==> src/rtl/xtea_block_cipher_unit_assert.svh <==
// Assertion macros for the XTEA unit; all checks run on clk and are off in reset.
`ifndef XTEA_BLOCK_CIPHER_UNIT_ASSERT_SVH
`define XTEA_BLOCK_CIPHER_UNIT_ASSERT_SVH

// Property that must hold at every edge.
`define XTEA_ASSERT(label, prop, msg) \
	label: assert property (@(posedge clk) disable iff (!arst_n) (prop)) else $error(msg);

// Antecedent this cycle implies consequent at the next edge.
`define XTEA_ASSERT_NEXT(label, ante, cons, msg) \
	label: assert property (@(posedge clk) disable iff (!arst_n) \
		(ante) |=> (cons)) else $error(msg);

`endif

==> src/rtl/xtea_pkg.sv <==
package xtea_pkg;

	localparam int          WORD_W    = 32;
	localparam int          KEY_WORDS = 4;
	localparam int          ADDR_W    = 4;
	localparam logic [31:0] DELTA     = 32'h9E3779B9;

	typedef logic [WORD_W-1:0] word_t;
	typedef word_t [KEY_WORDS-1:0] key_t;

	typedef struct packed {
		word_t v0;
		word_t v1;
	} xtea_blk_t;

	typedef struct packed {
		logic      kind;   // 0 encrypt, 1 decrypt
		xtea_blk_t blk;
	} xtea_stage_t;

	localparam logic KIND_ENC = 1'b0;
	localparam logic KIND_DEC = 1'b1;

	function automatic word_t mix(input word_t v);
		mix = ((v << 4) ^ (v >> 5)) + v;
	endfunction

endpackage

==> src/rtl/xtea_cfg.sv <==
module xtea_cfg (
	input  logic                      clk,
	input  logic                      arst_n,
	input  logic                      psel,
	input  logic                      penable,
	input  logic                      pwrite,
	input  logic [xtea_pkg::ADDR_W-1:0] paddr,
	input  logic [31:0]               pwdata,
	output logic [31:0]               prdata,
	output logic                      pready,
	output xtea_pkg::key_t            key
);
	import xtea_pkg::*;

	key_t       key_q;
	logic       wr_en;
	logic [1:0] idx;

	assign pready = 1'b1;
	assign idx    = paddr[3:2];
	assign wr_en  = psel & penable & pwrite;

	always_ff @(posedge clk or negedge arst_n) begin
		if (!arst_n) begin
			key_q <= '0;
		end else if (wr_en) begin
			key_q[idx] <= pwdata;
		end
	end

	assign prdata = key_q[idx];
	assign key    = key_q;
endmodule

==> config.mk <==
export PLATFORM = sky130hd
export DESIGN_NAME = xtea_cfg
export DESIGN_NICKNAME = d
export VERILOG_FILES = /design/src/rtl/xtea_block_cipher_unit_assert.svh /design/src/rtl/xtea_pkg.sv /design/src/rtl/xtea_cfg.sv
export SDC_FILE = /design/constraint.sdc
export NUM_CORES = 1
export LEC_CHECK = 0
export ABC_AREA = 1
export BUFFER_PORTS_ARGS = -buffer_cell sky130_fd_sc_hd__buf_2
export CAP_MARGIN = 20
export CORE_ASPECT_RATIO = 1.1
export CORE_MARGIN = 1.5
export CORE_UTILIZATION = 51
export CTS_CLUSTER_DIAMETER = 120
export DETAILED_ROUTE_END_ITERATION = 7
export HOLD_SLACK_MARGIN = 0.02
export PLACE_DENSITY = 0.88
export SLEW_MARGIN = 10
export SYNTH_ARGS = -nofsm -noshare
export SYNTH_HDL_FRONTEND = slang
export SYNTH_SLANG_ARGS = --single-unit
==> constraint.sdc <==
create_clock -name clk -period 0.9 [get_ports clk]
set_clock_uncertainty 0.1 [all_clocks]
set_input_delay 0.045 -clock clk [delete_from_list [all_inputs] [get_ports clk]]
set_output_delay 0.045 -clock clk [all_outputs]
set_load 0.05 [all_outputs]
==> impl_metrics.ini, run 1 <==
[yosys]
synth-seq-area-share = 0.535
ys.warnings.count = 0
synth_cell_types = 17
synth_seq_cells = 128
synth-edff-count = 0
netlist_instances = 800
synth_top_flop_cell = dfrtp_1
syn_nets = 841
post-synth-top-count-cell = nand2_1
async_flop_share = 1.00
synth_common_cells = nand2_1 (583), dfrtp_1 (128), nand3_1 (31)
synth_area_mm2 = 0.00599
synth_area_leaders = dfrtp_1 (53%), nand2_1 (37%), nand3_1 (2.6%)
syn_area_per_cell_um2 = 7.49
yosysTopAreaCell = dfrtp_1
synth_top_area_frac = 0.535

[place]
hpwlAfterDp_mm = 15.5
dp.cells = 1277
port_buffers = 198
gp_congestion = 0.864

[floorplan]
die_y_um = 117
rows = 41
die_w_um = 106
io_pins = 202
start_util = 0.524

[run_status]
stop_stage = clock tree synthesis
outcome = stopped before the end
error = [ERROR DPL-0038] Utilization greater than 100%, impossible to legalize

[clock_tree]
post-cts-setup-buffers = 30
numCtsBuffers = 17
htree_levels = 4
cts_sinks = 128
ctsResizeCount = 585
max-clock-path-buffers = 2
root_buffer = clkbuf_16
cts_hold_buf = 33
metrics by stage:
step                      hold WS [ns]  setup TNS [ns]  utilization  cell area [um2]  worst slack (ns)
after floorplan                 -0.351           -3.64            -             6700            -0.119
after global placement         -0.0101          -50.00        0.791             9050            -0.378
after detailed placement      -0.00900          -55.11        0.791             9050            -0.431
logic make-up after synthesis:
kind of cell           count (synthesis)  synth area share
DFF                                  128             0.535
and+or+nand+nor                      626             0.412
buffers and inverters                 45            0.0528
other                                  1          0.000626
==> run 2: changes to the inputs <==
--- a/config.mk
+++ b/config.mk
@@ -8,13 +8,10 @@
 export ABC_AREA = 1
 export BUFFER_PORTS_ARGS = -buffer_cell sky130_fd_sc_hd__buf_2
 export CAP_MARGIN = 20
-export CORE_ASPECT_RATIO = 1.1
 export CORE_MARGIN = 1.5
-export CORE_UTILIZATION = 51
-export CTS_CLUSTER_DIAMETER = 120
+export CORE_UTILIZATION = 40
 export DETAILED_ROUTE_END_ITERATION = 7
-export HOLD_SLACK_MARGIN = 0.02
-export PLACE_DENSITY = 0.88
+export PLACE_DENSITY_LB_ADDON = 0.15
 export SLEW_MARGIN = 10
 export SYNTH_ARGS = -nofsm -noshare
 export SYNTH_HDL_FRONTEND = slang
==> run 2 against run 1 <==
The flow now finishes, with violations (negative hold slack, negative setup slack). Synthesized cell count stayed put. Area after synthesis unchanged.
==> impl_metrics.ini, run 2 <==
[floorplan]
io_pins = 202
start_util = 0.411
rows = 44
core_area_mm2 = 0.0146
fp.dieArea_mm2 = 0.0157
die_y_um = 125
die_w_um = 125

[yosys]
synth_top_area_frac = 0.535
synth_cell_types = 17
netlist_instances = 800
syn_area_per_cell_um2 = 7.49
synth_common_cells = nand2_1 (583), dfrtp_1 (128), nand3_1 (31)
synth_top_flop_cell = dfrtp_1
synth_area_leaders = dfrtp_1 (53%), nand2_1 (37%), nand3_1 (2.6%)
yosysTopAreaCell = dfrtp_1
syn_nets = 841
post-synth-top-count-cell = nand2_1
synth-seq-area-share = 0.535
synth_area_mm2 = 0.00599
ys.warnings.count = 0
synth-edff-count = 0
synth_seq_cells = 128
async_flop_share = 1.00

[clock_tree]
cts_hold_buf = 33
root_buffer = clkbuf_16
htree_levels = 4
cts_tree = built
max-clock-path-buffers = 2
clk_pin_slew_ns = 0.05
clk_latency_ns = 0.42
cts_sinks = 128
numCtsBuffers = 17

[final_layout]
num_antenna_cells = 0
nFillCells = 624
drive_gt1_frac = 0.609
layout_common_cells = nand2_1 (444), buf_6 (164), nand2_2 (138)
postLayoutCoreUtil = 0.874
nNetsFinal = 1259
area_growth_pct = 113
largest_reg_flops = 128
final_common_cell = nand2_1

[route]
wl_met1_mm = 10.6
ant_nets = 0
top_layer = met4
first_pass_iters = 5
avgRoutedWirePerCell_um = 20.9
drt-total-wl_mm = 29.6
drtIter0Drc = 726
routed-wl-met2_mm = 15.5
vias = 7550
drc = 0
met3_length_mm = 2.04
viasPerCell = 5.34

[worst_setup_path]
worstPathRequired_ns = 0.75
startpoint_type = flop
worstPathMaxFanout = 2
crit_arrival_ns = 1.37
end_kind = primary output
path_class = reg -> out

[global_routing]
grt_pass1_vias = 7699
grtUsageTotal = 0.342
grt_overflow = 0
grt_max_degree = 38
antenna_found_initial = 0
grt_pass1_wl_mm = 41.3

[run_status]
violations = negative hold slack, negative setup slack
outcome = finished, violations left

[power_and_ir_drop]
power-per-cell-area_mw_per_mm2 = 2560
cellLeakagePower_nw = 6.45
ir_drop_mv = 1.81
power_mw = 32.7

[place]
pre_cts_ws_ns = -0.421
gp_congestion = 0.814
port_buffers = 198
hpwlAfterDp_mm = 14.9

[timing]
finalMaxSlewViolations = 0
fmax_mhz = 661
rsz0062_at_grt = true
setup_ws_ns = -0.613
hold_slack_ns = -0.0511
period_minus_slack_ns = 1.51
setup_viol = 200
hold_violations = 15
fin_tns_setup_ns = -63.27
finalCritPeriodShare = 1.68

[flow_run]
maxCapViolations = 0

[worst_hold_path]
min_path_type = in -> async
## run 2: cell counts after synthesis
Identical to the previous run, type by type.
## run 2: worst paths after layout
check	from	to	slack, ns	cells past startpoint
setup / recovery	key[87]$_DFFE_PN0P_	prdata[23]	-0.61	5
hold / removal	arst_n	key[23]$_DFFE_PN0P_	-0.05	2
setup reg to reg	key[119]$_DFFE_PN0P_	key[119]$_DFFE_PN0P_	-0.13	4
hold reg to reg	key[3]$_DFFE_PN0P_	key[3]$_DFFE_PN0P_	0.42	2
max in group asynchronous	arst_n	key[66]$_DFFE_PN0P_	0.25	3
min in group clk	pwrite	key[94]$_DFFE_PN0P_	0.17	7
## run 2: worst max-delay path, cell delays in order, from the launching register on
cell	delay, ns
dfrtp_2	0.42
nand2_1	0.09
nand2_1	0.09
nand2_2	0.11
nand3_4	0.07
buf_8	0.15
## run 2: area by class of cell
type	count	area, um2	share of cell area
sequential	128	3360	0.264
clock inverter	6	55.1	0.00432
timing repair buffer	438	5330	0.418
tap	184	230	0.0181
clock buffer	24	512	0.0401
multi-input combinational	627	3220	0.253
inverter	6	37.5	0.00294
## run 2: report_power, final
group,switching (mW),leakage [nW],internal [mW]
combinational,9.74,4.70,8.03
sequential,1.04,1.46,7.16
clock,2.54,0.287,4.18
total,13.3,6.45,19.4
## run 2: what timing repair did
action	4_1_cts	5_1_grt
endpoints found under the hold margin	256	15
pin swaps	0	47
endpoints found under the setup margin	160	209
buffers inserted	23	57
gates resized for setup	571	195
## run 2: per-layer routing
metal  global-route usage  up-vias
met5                    0        -
met4                0.159        0
met3               0.0672      118
met2                0.621      493
met1                0.387     3678
li1                     -     3261
## run 2: kinds of logic (layout without fill, tap and decap cells)
family	after synthesis	in the layout	share of synthesized area
buf+inv	45	474	0.0528
flops	128	128	0.535
other cells	1	1	0.000626
simple gates	626	626	0.412
## run 2: per-stage QoR
step	instance area [um2]	hold WS, ns	std cells
3_3_place_gp	9120	-0.186	1311
5_1_grt	12800	-0.0452	1413
4_1_cts	12100	-0.0630	1397
3_5_place_dp	9120	-0.188	1311
2_1_floorplan	6700	-0.351	800
6_report	12800	-0.0511	1413
(Power assumes the default switching activity.)
