<file path="src/rtl/xtea_block_cipher_unit_assert.svh">
// Assertion macros for the XTEA unit; all checks run on clk and are off in reset.
`ifndef XTEA_BLOCK_CIPHER_UNIT_ASSERT_SVH
`define XTEA_BLOCK_CIPHER_UNIT_ASSERT_SVH

// Property that must hold at every edge.
`define XTEA_ASSERT(label, prop, msg) \
	label: assert property (@(posedge clk) disable iff (!arst_n) (prop)) else $error(msg);

// Antecedent this cycle implies consequent at the next edge.
`define XTEA_ASSERT_NEXT(label, ante, cons, msg) \
	label: assert property (@(posedge clk) disable iff (!arst_n) \
		(ante) |=> (cons)) else $error(msg);

`endif

</file>
<file path="src/rtl/xtea_pkg.sv">
package xtea_pkg;

	localparam int          WORD_W    = 32;
	localparam int          KEY_WORDS = 4;
	localparam int          ADDR_W    = 4;
	localparam logic [31:0] DELTA     = 32'h9E3779B9;

	typedef logic [WORD_W-1:0] word_t;
	typedef word_t [KEY_WORDS-1:0] key_t;

	typedef struct packed {
		word_t v0;
		word_t v1;
	} xtea_blk_t;

	typedef struct packed {
		logic      kind;   // 0 encrypt, 1 decrypt
		xtea_blk_t blk;
	} xtea_stage_t;

	localparam logic KIND_ENC = 1'b0;
	localparam logic KIND_DEC = 1'b1;

	function automatic word_t mix(input word_t v);
		mix = ((v << 4) ^ (v >> 5)) + v;
	endfunction

endpackage

</file>
<file path="src/rtl/xtea_round.sv">
// One half-round: updates one half of the block, registered.
module xtea_round #(
	parameter logic [31:0] SUM_ENC = 32'h0,
	parameter logic [31:0] SUM_DEC = 32'h0,
	parameter bit          ODD     = 1'b0
) (
	input  logic                  clk,
	input  logic                  arst_n,
	input  logic                  en,
	input  logic                  vld_i,
	input  xtea_pkg::xtea_stage_t stg_i,
	input  xtea_pkg::key_t        key,
	output logic                  vld_o,
	output xtea_pkg::xtea_stage_t stg_o
);
	import xtea_pkg::*;

	logic        upd_v1;
	word_t       sum;
	logic [1:0]  kidx;
	word_t       src;
	word_t       dst;
	word_t       f;
	word_t       res;
	xtea_stage_t nxt;
	logic        vld_s1;
	xtea_stage_t stg_s1;

	// enc: even stages update v0, odd v1; dec swaps that
	assign upd_v1 = ODD ^ stg_i.kind;
	assign sum    = (stg_i.kind == KIND_DEC) ? SUM_DEC : SUM_ENC;
	assign kidx   = upd_v1 ? sum[12:11] : sum[1:0];
	assign src    = upd_v1 ? stg_i.blk.v0 : stg_i.blk.v1;
	assign dst    = upd_v1 ? stg_i.blk.v1 : stg_i.blk.v0;
	assign f      = mix(src) ^ (sum + key[kidx]);
	assign res    = (stg_i.kind == KIND_DEC) ? (dst - f) : (dst + f);

	always_comb begin
		nxt = stg_i;
		if (upd_v1) begin
			nxt.blk.v1 = res;
		end else begin
			nxt.blk.v0 = res;
		end
	end

	always_ff @(posedge clk or negedge arst_n) begin
		if (!arst_n) begin
			vld_s1 <= 1'b0;
		end else if (en) begin
			vld_s1 <= vld_i;
		end
	end

	always_ff @(posedge clk) begin
		if (en && vld_i) begin
			stg_s1 <= nxt;
		end
	end

	assign vld_o = vld_s1;
	assign stg_o = stg_s1;
endmodule
</file>
<file path="config.mk">
export PLATFORM = sky130hd
export DESIGN_NAME = xtea_round
export DESIGN_NICKNAME = d
export VERILOG_FILES = /design/src/rtl/xtea_block_cipher_unit_assert.svh /design/src/rtl/xtea_pkg.sv /design/src/rtl/xtea_round.sv
export SDC_FILE = /design/constraint.sdc
export NUM_CORES = 1
export LEC_CHECK = 0
export ABC_AREA = 1
export BUFFER_PORTS_ARGS = -buffer_cell sky130_fd_sc_hd__buf_2
export CAP_MARGIN = 40
export CORE_MARGIN = 1.5
export CORE_UTILIZATION = 58
export DETAILED_ROUTE_END_ITERATION = 7
export GPL_TIMING_DRIVEN = 0
export HOLD_SLACK_MARGIN = 0.05
export MAX_ROUTING_LAYER = met4
export PLACE_DENSITY = 0.95
export SLEW_MARGIN = 0
export SYNTH_ARGS = -nofsm -noshare
export SYNTH_HDL_FRONTEND = slang
export SYNTH_SLANG_ARGS = --single-unit
</file>
<file path="constraint.sdc">
create_clock -name clk -period 1.69 [get_ports clk]
set_clock_uncertainty 0.05 [all_clocks]
set_input_delay 0.169 -clock clk [delete_from_list [all_inputs] [get_ports clk]]
set_output_delay 0.169 -clock clk [all_outputs]
set_load 0.02 [all_outputs]
</file>
==> metrics.yaml, run 1 <==
synth_compound_gate_area_share_pct: 13.83
numCtsBuffers: 9
start_util_pct: 58.94
synth_enable_flop_cells: 65
synthMuxAreaShare_pct: 0.2355
cts.htree.levels: 3
yosys.area_share.simple_pct: 32.99
synth_xor_area_share_pct: 11.58
place_area_um2: 9877
row_count: 44
async_reset_ff_share_pct: 1.515
port-buffer-count: 166
yosysUniqueCellTypes: 52
place_inst: 1610
error: "[ERROR GRT-0232] Routing congestion too high. Check the congestion heatmap in the GUI."
die_w_um: 124.1
synth_seq_area_share_pct: 23.25
place_congestion: 1.003
lastStage: "global routing"
die_y_um: 124.1
io_pins: 263
post-synth-top-area-cell: "edfxtp_1"
synth_top_family_by_area: "simple AND/OR/NAND/NOR gates"
synth-adder-area-share_pct: 10.18
status: "aborted with a tool error"
root_buffer: "clkbuf_16"
yosysTopAreaCellShare_pct: 22.96
synth-seq-cells: 66
synth_flop_cell: "edfxtp_1"
syn-num-nets: 1523
syn_area_um2: 8502
clk_path_buf_depth: 2
syn_area_per_cell_um2: 6.758
grt.overflow.total: 2
pre_cts_slack_ps: -5136
dp_hpwl_um: 23660
grtUsageTotal_pct: 71.38
worst_endpoint: "stg_o[30]$_DFFE_PP_/D"
ys.warnings.count: 0
grt_max_degree: 45
worstEndpointType: "sequential cell input"
clock-sinks: 66
yosys-top-cells-area: "edfxtp_1 23%, nand2_1 17%, ha_1 9.7%, xor2_1 7.4%, o21ai_0 5.9%"
synthCells: 1258
Yosys cell counts, types with 4 or more instances:
library cell and number:
nand2_1 392, o21ai_2 5, or2_2 13, nand2_2 17
ha_1 66, o21a_1 8, nor2_2 5, inv_1 132
xnor2_1 33, inv_2 9, a21o_1 4, clkbuf_1 16
nor3_1 13, buf_4 4, nand3_1 63, nand3b_1 11
nand4_1 9, nor2_4 4, nor4_1 4, nor2_1 87
a21oi_1 63, o211ai_1 4, edfxtp_1 65, a31oi_1 5
o21ai_0 100, xor2_1 72, nand2_4 8, o21bai_1 6
stage by stage:
| step | util, % | TNS [ps] | hold slack [ps] |
|---|---|---|---|
| floorplan | - | -153430 | -176.6 |
| global placement | 68.30 | -236700 | -105.0 |
| detailed placement | 68.48 | -219940 | -103.2 |
| CTS | 79.62 | -171740 | 67.66 |
logic make-up after synthesis:
group                    count (synthesis)
multiplexers                             2
AND/OR/NAND/NOR                        637
AO/OA/AOI/OAI                          209
buffers and inverters                  167
adder cells (fa/ha/maj)                 68
XOR/XNOR                               109
flip-flops                              66
layer usage:
metal,overflow,GRT usage [%]
met5,-,-
met4,1,62.07
met2,1,85.89
met1,0,72.68
met3,0,55.95
timing repair:
item                                   CTS
endpoints found under the hold margin    2
hold buffers                             2
cloned                                   1
resized for setup                      192
setup endpoints to repair               64
pin swaps                               79
setup buffers                           81
==> run 2, diff against run 1 <==
--- a/config.mk
+++ b/config.mk
@@ -9,12 +9,10 @@
 export BUFFER_PORTS_ARGS = -buffer_cell sky130_fd_sc_hd__buf_2
 export CAP_MARGIN = 40
 export CORE_MARGIN = 1.5
-export CORE_UTILIZATION = 58
+export CORE_UTILIZATION = 40
 export DETAILED_ROUTE_END_ITERATION = 7
 export GPL_TIMING_DRIVEN = 0
-export HOLD_SLACK_MARGIN = 0.05
-export MAX_ROUTING_LAYER = met4
-export PLACE_DENSITY = 0.95
+export PLACE_DENSITY_LB_ADDON = 0.15
 export SLEW_MARGIN = 0
 export SYNTH_ARGS = -nofsm -noshare
 export SYNTH_HDL_FRONTEND = slang
==> metrics.yaml, run 2 <==
status: "finished, violations left"
violations: "setup timing"
crit_top_cell: "nand2_2"
synth_most_common_cell: "nand2_1"
grt_pass1_wl_um: 45940
startpoint: "stg_i[64]"
numCtsBuffers: 9  # unchanged
ant_nets: 0
synth_enable_flop_cells: 65  # unchanged
path_max_fanout: 6
highest_layer: "met4"
final_area_um2: 12470
r2r-end: "vld_o$_DFFE_PN0P_"
drt_pre_antenna_iters: 6
synth_seq_area_share_pct: 23.25  # unchanged
grtUsageTotal_pct: 27.18
clock-sinks: 66  # unchanged
place_area_um2: 9986  # +1.1%
grt_max_degree: 43
report.final.hold_viol_count: 0
met3_length_um: 2208
async_reset_ff_share_pct: 1.515  # unchanged
post-synth-top-area-cell: "edfxtp_1"
critPathArrivalTime_ps: 5330
clk_pin_slew_ps: 60
power_density_nw_per_um2: 1366
critPathMaxStageDelay_ps: 430
syn_area_um2: 8502  # unchanged
yosysUniqueCellTypes: 52  # unchanged
row_count: 53  # +20%
synth.top_cells.by_count: "392 x nand2_1, 132 x inv_1, 100 x o21ai_0"
antenna_found_initial: 0
wl_met1_um: 13890
min_path_type: "input port to flop"
port-buffer-count: 166  # unchanged
cts.htree.levels: 3  # unchanged
grt_pass1_vias: 8862
routedWlPerCell_um: 17.45
drt_iter0_markers: 689
grt.overflow.total: 0
io_pins: 263  # unchanged
place_congestion: 0.9212  # -8.2%
largest_reg_flops: 65
cp.required_ps: 1710
ir_drop_mv: 0.7212
wirelength_um: 31670
layout_commonest_cell: "nand2_1"
crit_path_end: "stg_o[30]$_DFFE_PP_"
setup_slack_ps: -3622
startpoint_type: "input port"
clock.fmax_mhz: 188.3
reg2reg_setup_slack_ps: 1040
pre_cts_slack_ps: -5101  # +35.15 ps
synth_flop_cell: "edfxtp_1"
start_util_pct: 40.57  # -18 points
core-area_um2: 20960
drv_cap: 0
end_kind: "flop"
dp_hpwl_um: 24130  # +1.9%
r2r_start: "vld_o$_DFFE_PN0P_"
cts_tree: "done"
syn_area_per_cell_um2: 6.758  # unchanged
die_w_um: 148.8  # +20%
yosys-top-cells-area: "edfxtp_1 23%, nand2_1 17%, ha_1 9.7%, xor2_1 7.4%, o21ai_0 5.9%"
crit_path_top_delay_cell: "fa_2"
tightestPinTransition_ps: 850.8
met2_wirelength_um: 14530
die_area_um2: 22140
route.detailed.drc: 0
via_per_inst: 5.294
multi_input_area_um2: 7397
leakage_uw: 0.005874
finalSetupViolCount: 64
ys.warnings.count: 0  # unchanged
period_share_pct: 314.3
layout-drive-gt1-share_pct: 39.35
clock_latency_ps: 340
synthCells: 1258  # unchanged
n_antenna_cell: 0
critPathKind: "input port to flop"
fill_cells: 1971
via_count: 9608
root_buffer: "clkbuf_16"
syn-num-nets: 1523  # unchanged
synth-seq-cells: 66  # unchanged
layout_common_cells: "311 x nand2_1, 166 x buf_2, 121 x inv_1"
area_growth_pct: 46.73
max_slew_margin_pct: 43.28
layout_min_cycle_time_ps: 5312
rsz0062_at_grt: "true"
die_y_um: 148.8  # +20%
regArea_um2: 1977
nNetsFinal: 1800
clk_path_buf_depth: 2  # unchanged
yosysTopAreaCellShare_pct: 22.96  # unchanged
finalPower_uw: 17040
drv_slew: 0
ff2ff_path_depth: 2
[run 2: cell counts after synthesis]
Identical to the previous run, type by type.
[run 2: through the flow]
stage | cells | setup TNS (ps) | hold WS, ps | utilization (%)
3_3_place_gp | 1699 | -249790 | -105.1 | 47.56
3_5_place_dp | 1700 | -221250 | -103.7 | 47.65
5_1_grt | 1815 | -179440 | 96.96 | 59.53
4_1_cts | 1782 | -160470 | 44.29 | 54.76
6_report | 1815 | -165870 | 48.03 | 59.53
2_1_floorplan | 1258 | -153430 | -176.6 | -
[run 2: logic make-up (layout without fill, tap and decap cells)]
kind of cell	Yosys count	after routing	synth area share [%]
and+or+nand+nor	637	637	32.99
AOI/OAI and AO/OA	209	209	13.83
buffers and inverters	167	449	7.918
xor gates and xnor gates	109	109	11.58
adders and majority gates	68	68	10.18
DFF	66	66	23.25
muxes	2	2	0.2355
[run 2: per-layer routing]
layer / global-route usage [%] / vias to the layer above
li1: - / 4699
met1: 37.02 / 4460
met2: 44.63 / 393
met3: 2.905 / 56
met4: 9.752 / 0
met5: 0 / -
[run 2: layout make-up]
cell class              count  share of cell area (%)
plain buffers              25                   1.906
inverters                 141                   4.353
flip-flops and latches     66                   15.85
well taps                 275                   2.758
clock buffers               9                   1.805
multi-input cells        1025                   59.30
repair buffers            267                   13.60
clock inverters             7                  0.4313
[run 2: worst min path at each step]
stage,slack [ps],start,endpoint,cells after the start
after floorplan,-180,arst_n,vld_o$_DFFE_PN0P_,0
after global placement,-110,arst_n,vld_o$_DFFE_PN0P_,1
after detailed placement,-100,arst_n,vld_o$_DFFE_PN0P_,1
after CTS,40,vld_i,vld_o$_DFFE_PN0P_,3
after global routing,100,arst_n,vld_o$_DFFE_PN0P_,2
final,50,vld_i,vld_o$_DFFE_PN0P_,3
[run 2: report_power, final]
part,switching (uW),internal (uW),total (uW)
sequential,55.2,2290,2340
combinational,7280,5610,12900
clock,798,1000,1800
[run 2: critical path, delay by kind of cell]
kind                       cells  cell delay, ps
AOI/OAI and AO/OA              5             820
xor gates and xnor gates       2             450
adders and majority gates      3             870
buffers and inverters          8             980
and+or+nand+nor               19            2030
[run 2: what timing repair did]
action                                  in CTS  in global routing
cloned                                       1                  0
endpoints found under the setup margin      64                 64
buffers inserted                            68                 34
gates resized for setup                    188                155
hold buffers                                 2                  0
pin swaps                                   74                 72
hold endpoints to repair                     2                  0
(Power assumes the default switching activity.)
